==> config.mk <==
export PLATFORM = sky130hd
export DESIGN_NAME = qpn_queue
export DESIGN_NICKNAME = d
export VERILOG_FILES = /design/src/hw/rtl/qpn_pkg.sv /design/src/hw/rtl/qpn_queue.sv
export SDC_FILE = /design/constraint.sdc
export NUM_CORES = 1
export LEC_CHECK = 0
export BUFFER_PORTS_ARGS = -buffer_cell sky130_fd_sc_hd__buf_2
export CORE_ASPECT_RATIO = 1.2
export CORE_MARGIN = 8
export CORE_UTILIZATION = 55
export DETAILED_ROUTE_END_ITERATION = 6
export PLACE_DENSITY = 0.83
export SYNTH_ARGS = -nofsm -noshare
export SYNTH_HDL_FRONTEND = slang
export SYNTH_SLANG_ARGS = --single-unit
==> constraint.sdc <==
create_clock -name clk -period 25.9 [get_ports clk]
set_input_delay 2.59 -clock clk [delete_from_list [all_inputs] [get_ports clk]]
set_output_delay 2.59 -clock clk [all_outputs]
set_load 0.005 [all_outputs]
==> src/hw/rtl/qpn_pkg.sv <==
// ----------------------------------------------------------------------------
// qpn_pkg: shared types and constants of the normalized quaternion product
// Beat types, widths and the queue depth between the front and back parts.
// ----------------------------------------------------------------------------
package qpn_pkg;

  localparam int FRAC_BITS = 14;
  localparam int CW        = 16;                  // component width
  localparam int PW        = 35;                  // product component width (signed)
  localparam int MW        = 34;                  // product magnitude width
  localparam int SW        = 70;                  // sum of squares width
  localparam int NW        = FRAC_BITS + 2;       // quotient bits incl. final round bit
  localparam int QDEPTH    = 2;
  localparam int QAW       = 1;

  typedef struct packed {
    logic               func;
    logic signed [15:0] a_w;
    logic signed [15:0] a_x;
    logic signed [15:0] a_y;
    logic signed [15:0] a_z;
    logic signed [15:0] b_w;
    logic signed [15:0] b_x;
    logic signed [15:0] b_y;
    logic signed [15:0] b_z;
  } in_beat_t;

  typedef struct packed {
    logic signed [15:0] r_w;
    logic signed [15:0] r_x;
    logic signed [15:0] r_y;
    logic signed [15:0] r_z;
    logic               zero_magnitude;
  } out_beat_t;

  // beat handed from the front part to the back part
  typedef struct packed {
    logic [3:0]          neg;
    logic [3:0][MW-1:0]  mag;
    logic [SW-1:0]       sum;
  } work_t;

endpackage

==> src/hw/rtl/qpn_queue.sv <==
// ----------------------------------------------------------------------------
// qpn_queue: work queue
// Small FIFO between the front and back parts.
// ----------------------------------------------------------------------------
module qpn_queue (
  input  logic            clk,
  input  logic            rst_n,
  input  logic            wr_en,
  input  qpn_pkg::work_t  wr_data,
  input  logic            rd_en,
  output logic            rd_valid,
  output qpn_pkg::work_t  rd_data
);

  qpn_pkg::work_t              mem_r [qpn_pkg::QDEPTH];
  logic [qpn_pkg::QAW-1:0]     wp_r, rp_r;
  logic [qpn_pkg::QAW:0]       cnt_r;

  always_ff @(posedge clk) begin
    if (wr_en) begin
      mem_r[wp_r] <= wr_data;
    end
  end

  always_ff @(posedge clk) begin
    if (!rst_n) begin
      wp_r  <= '0;
      rp_r  <= '0;
      cnt_r <= '0;
    end else begin
      if (wr_en) wp_r <= wp_r + 1'b1;
      if (rd_en) rp_r <= rp_r + 1'b1;
      cnt_r <= cnt_r + (qpn_pkg::QAW+1)'(wr_en) - (qpn_pkg::QAW+1)'(rd_en);
    end
  end

  assign rd_valid = (cnt_r != '0);
  assign rd_data  = mem_r[rp_r];

endmodule

Word-level counts from Yosys, hierarchy flattened
Memory sizes are Yosys's and may differ from the RTL's. A register that Yosys moved wholly into a read port is not among the register bits.
Cells that the tools add are included.
Widths: inputs -> output; s select.
{"block": "classes", "n_eq_ne": 0, "n_div": 0, "addsub": 4, "shifts": 0, "n_mul": 0, "n_reduce_logical": 1, "muxes": 4, "order_cmp": 0, "bitwise_logic": 0}
{"cell": "$mux 1", "n": 4}
{"cell": "$add 1x1->1 const B", "n": 2}
{"cell": "$add 2x1->2", "n": 1}
{"cell": "$reduce_bool 2->1", "n": 1}
{"cell": "$sub 2x1->2", "n": 1}
{"block": "totals", "ramBits": 420, "output_inout_bits": 211, "ff_bits": 4, "word_cells": 13, "latchBits": 0, "memories": 1, "romBits": 0, "inputBits": 214}
{"memory": "mem_r", "words": 2, "width": 210, "read_ports": 1, "rd_ports_with_merged_regs": 1, "write_ports": 1, "line": "qpn_queue.sv:15", "rtl": "qpn_pkg::work_t mem_r [qpn_pkg::QDEPTH];"}

Depth between registers and ports, before layout
{"block": "logic_depth", "depth_word": 3, "mapped_depth": 6, "depth_no_buf": 6}

Worst setup path before layout
OpenSTA, ideal clock, no wires.
{"block": "synth_timing", "kind": "input -> register", "start": "input wr_en", "end": "register wp_r", "n_path_buf": 0, "required_time_ps": 25799, "setup_ps": 101, "cell_stages": 2, "slack_ps": 13400, "arrival_time_ps": 12398, "cell_sequence": "nor2b_1 o21a_1"}
{"item": "start, declared", "line": "qpn_queue.sv:8", "rtl": "input logic wr_en,"}
{"item": "end signal, assigned", "line": "qpn_queue.sv:31", "rtl": "if (wr_en) wp_r <= wp_r + 1'b1;"}
{"item": "end, declared", "line": "qpn_queue.sv:16", "rtl": "logic [qpn_pkg::QAW-1:0] wp_r, rp_r;"}

==> summary.txt <==
Status: finished, final reports clean
Synth area leader: edfxtp_1
Synth Area per Inst: 22.96 sq um
Postcts setup bufs: 0
DRT Pass-1 Iters: 6
H-tree levels: 2
Gr ovfl total: 0
Post-detailed-route wirelength per cell: 21.89 um
Port Buffer Count: 424
Fraction of registers with async set/reset: 0
CP arrival: 3100 ps
Total design power: 1519 uW
Fin. max-slew vios: 0
Final ANT Viol Nets: 0
Total negative slack: 0 ps
Row count: 67
Complex-gate fraction of the synthesized area: 0.0004859
Simple-Gate Fraction of Synth Area: 0.003239
Max Fclk: 175.8 MHz
Total GRT Usage: 0.1902
Seq/Total Area, Yosys: 0.8227
Number of global-route vias before repair: 8519
Syn_nets: 889
Hold Crit Class: reg2reg
Share of cells above drive strength 1: 0.6076
Core footprint: 27830 sq um
Most frequent cell after synthesis: edfxtp_1
PostCTS Resize Cnt: 0
Clock Skew: 8.398 ps
Nets: 1339
Clock buffer count from CTS: 40
Top_reg_cell synth: edfxtp_1
Gp weighted congestion: 0.7949
Multi-input logic area: 2489 sq um
Max cap viols: 0
WS Path Type: reg2out
CP endpoint kind: output pin
Initial antenna violation count: 12
Drt via density: 5.226
Yosys cell types: 13
Post-Synth XOR/XNOR Area: 0.002024
First-pass GRT wire length: 48.40 mm
Largest net degree at the start of global routing: 78
Synthesized area: 15450 sq um
Die height: 199.6 um
Post-synth EDFFs: 420
RSZ-0062 raised after global routing: no
Clock Latency Late Sink: 500 ps
Startpoint types: flip-flop
Post-layout min period: 5689 ps
DP Wirelength: 23.38 mm
Adder-cell share of the synthesized area: 0.001620
Leakage: 0.007178 uW
Peak supply drop: 0.00006418 V
Total number of vias: 8058
Main combinational cell family by area after synthesis: multiplexers
Clock sink count: 425
Top cells by count, synth: edfxtp_1, mux2_2, buf_6, dfxtp_1, and2_1
Final hold vios: 0
Fraction of synthesized area in multiplexers: 0.1530
WP data required: 23310 ps
Starting Density: 0.5552
# fillers: 1788
Clk slew on worst S/H paths: 60 ps
CTS root buf: clkbuf_16
Synth area leaders: edfxtp_1, mux2_2, buf_6
CTS tree: built
P per Cell Area: 79.18 nW/um^2
Crit Path Max Fanout: 77
Synth Register Bits: 425
Synthesis-to-layout area growth: 24.14%
Yosys warning count: 0
Width of the die: 169.0 um
First DRT Iteration DRCs: 493
Synth Instances: 673
Relative slew slack: 0.3116
Share of the synthesized area in the top cell type: 0.8163
Io pins: 425
Final period utilization: 0.2196
Final setup fails: 0
Die ar.: 33730 sq um
Max Root-Sink Buffers: 3
Residual DRC: 0
FF+latch area: 12720 sq um
Post-CTS Hold Fix Bufs: 0
Total Wirelength: 33.75 mm
Slew of the pin with the lowest slew margin: 1033 ps
[worst max-delay path, stage by stage, from the launching register on]
cell	delay (ps)
dfxtp_4	1020
buf_4	870
mux2_2	440
buf_2	140
[layer usage]
| metal | routed length (um) | part of all wire | track usage |
|---|---|---|---|
| met1 | 11540 | 0.34 | 0.1978 |
| met4 | 1546 | 0.046 | 0.1008 |
| met2 | 18490 | 0.55 | 0.3507 |
| met5 | 13 | 0.00039 | 0 |
| met3 | 2170 | 0.064 | 0.04664 |
[layout make-up]
type,count,area share
Antenna cell,11,0.001435
Timing Repair Buffer,431,0.1134
Inverter,2,0.0003914
Clock buffer,48,0.05486
Tap cell,379,0.02472
Clock inverter,23,0.01252
Sequential cell,425,0.6629
Multi-Input combinational cell,223,0.1297
[through the flow]
stage | hold slack, ps | cells | util | setup WS (ps) | cell area (sq um)
final | 576.5 | 1542 | 0.6892 | 20210 | 19180
after global routing | 600.5 | 1541 | 0.6891 | 19980 | 19180
after CTS | 583.8 | 1531 | 0.6882 | 20140 | 19150
after detailed placement | 571.8 | 1460 | 0.6417 | 20710 | 17860
after global placement | 557.8 | 1460 | 0.6417 | 20680 | 17860
after floorplan | 554.6 | 673 | - | 13400 | 15450
[report_power, final]
group,internal (uW),total (uW),switching (uW)
Clock,340,572,232
Sequential,796,809,12.5
Combinational,70.5,138,67.4
[kinds of logic after synthesis]
kind of cell,after synthesis
AO/OA/AOI/OAI,1
XOR/XNOR,2
adder cells (fa/ha/maj),2
buffers and inverters,25
flip-flops,425
multiplexers,210
AND/OR/NAND/NOR,8
[sequential cells by signal, summed over array words and instances (netlist names), named ones only]
register / flops
cnt_r: 2
rp_r: 1
mem_r: 420
wp_r: 1
[path summary, 6_finish.rpt]
kind / from / endpoint / slack [ps] / depth (start not counted)
max: flip-flop / rd_data[71] / 20210 / 3
max reg2reg: wp_r$_SDFFE_PN0P_ / mem_r[0][133]$_DFFE_PP_ / 23250 / 3
min reg2reg: rp_r$_SDFFE_PN0P_ / flip-flop / 580 / 2
min: rp_r$_SDFFE_PN0P_ / flip-flop / 580 / 2
[cells in the final DEF, fill, tap and decap left out]
cell and n:
clkinv_4 2, clkbuf_16 41, mux2_2 210, xnor3_1 1, nor2b_4 1, clkinv_1 9, nor2b_1 2, ha_1 2
inv_1 2, clkinv_2 6, and2_4 1, diode_2 11, or2_2 1, inv_6 1, dfxtp_4 1, o21a_1 1
buf_2 424, bufinv_16 5, clkbuf_1 7, and2_1 3, dfxtp_1 4, xor2_1 1, buf_4 7, edfxtp_1 420
Note: power is estimated with default switching activity, not from simulation.
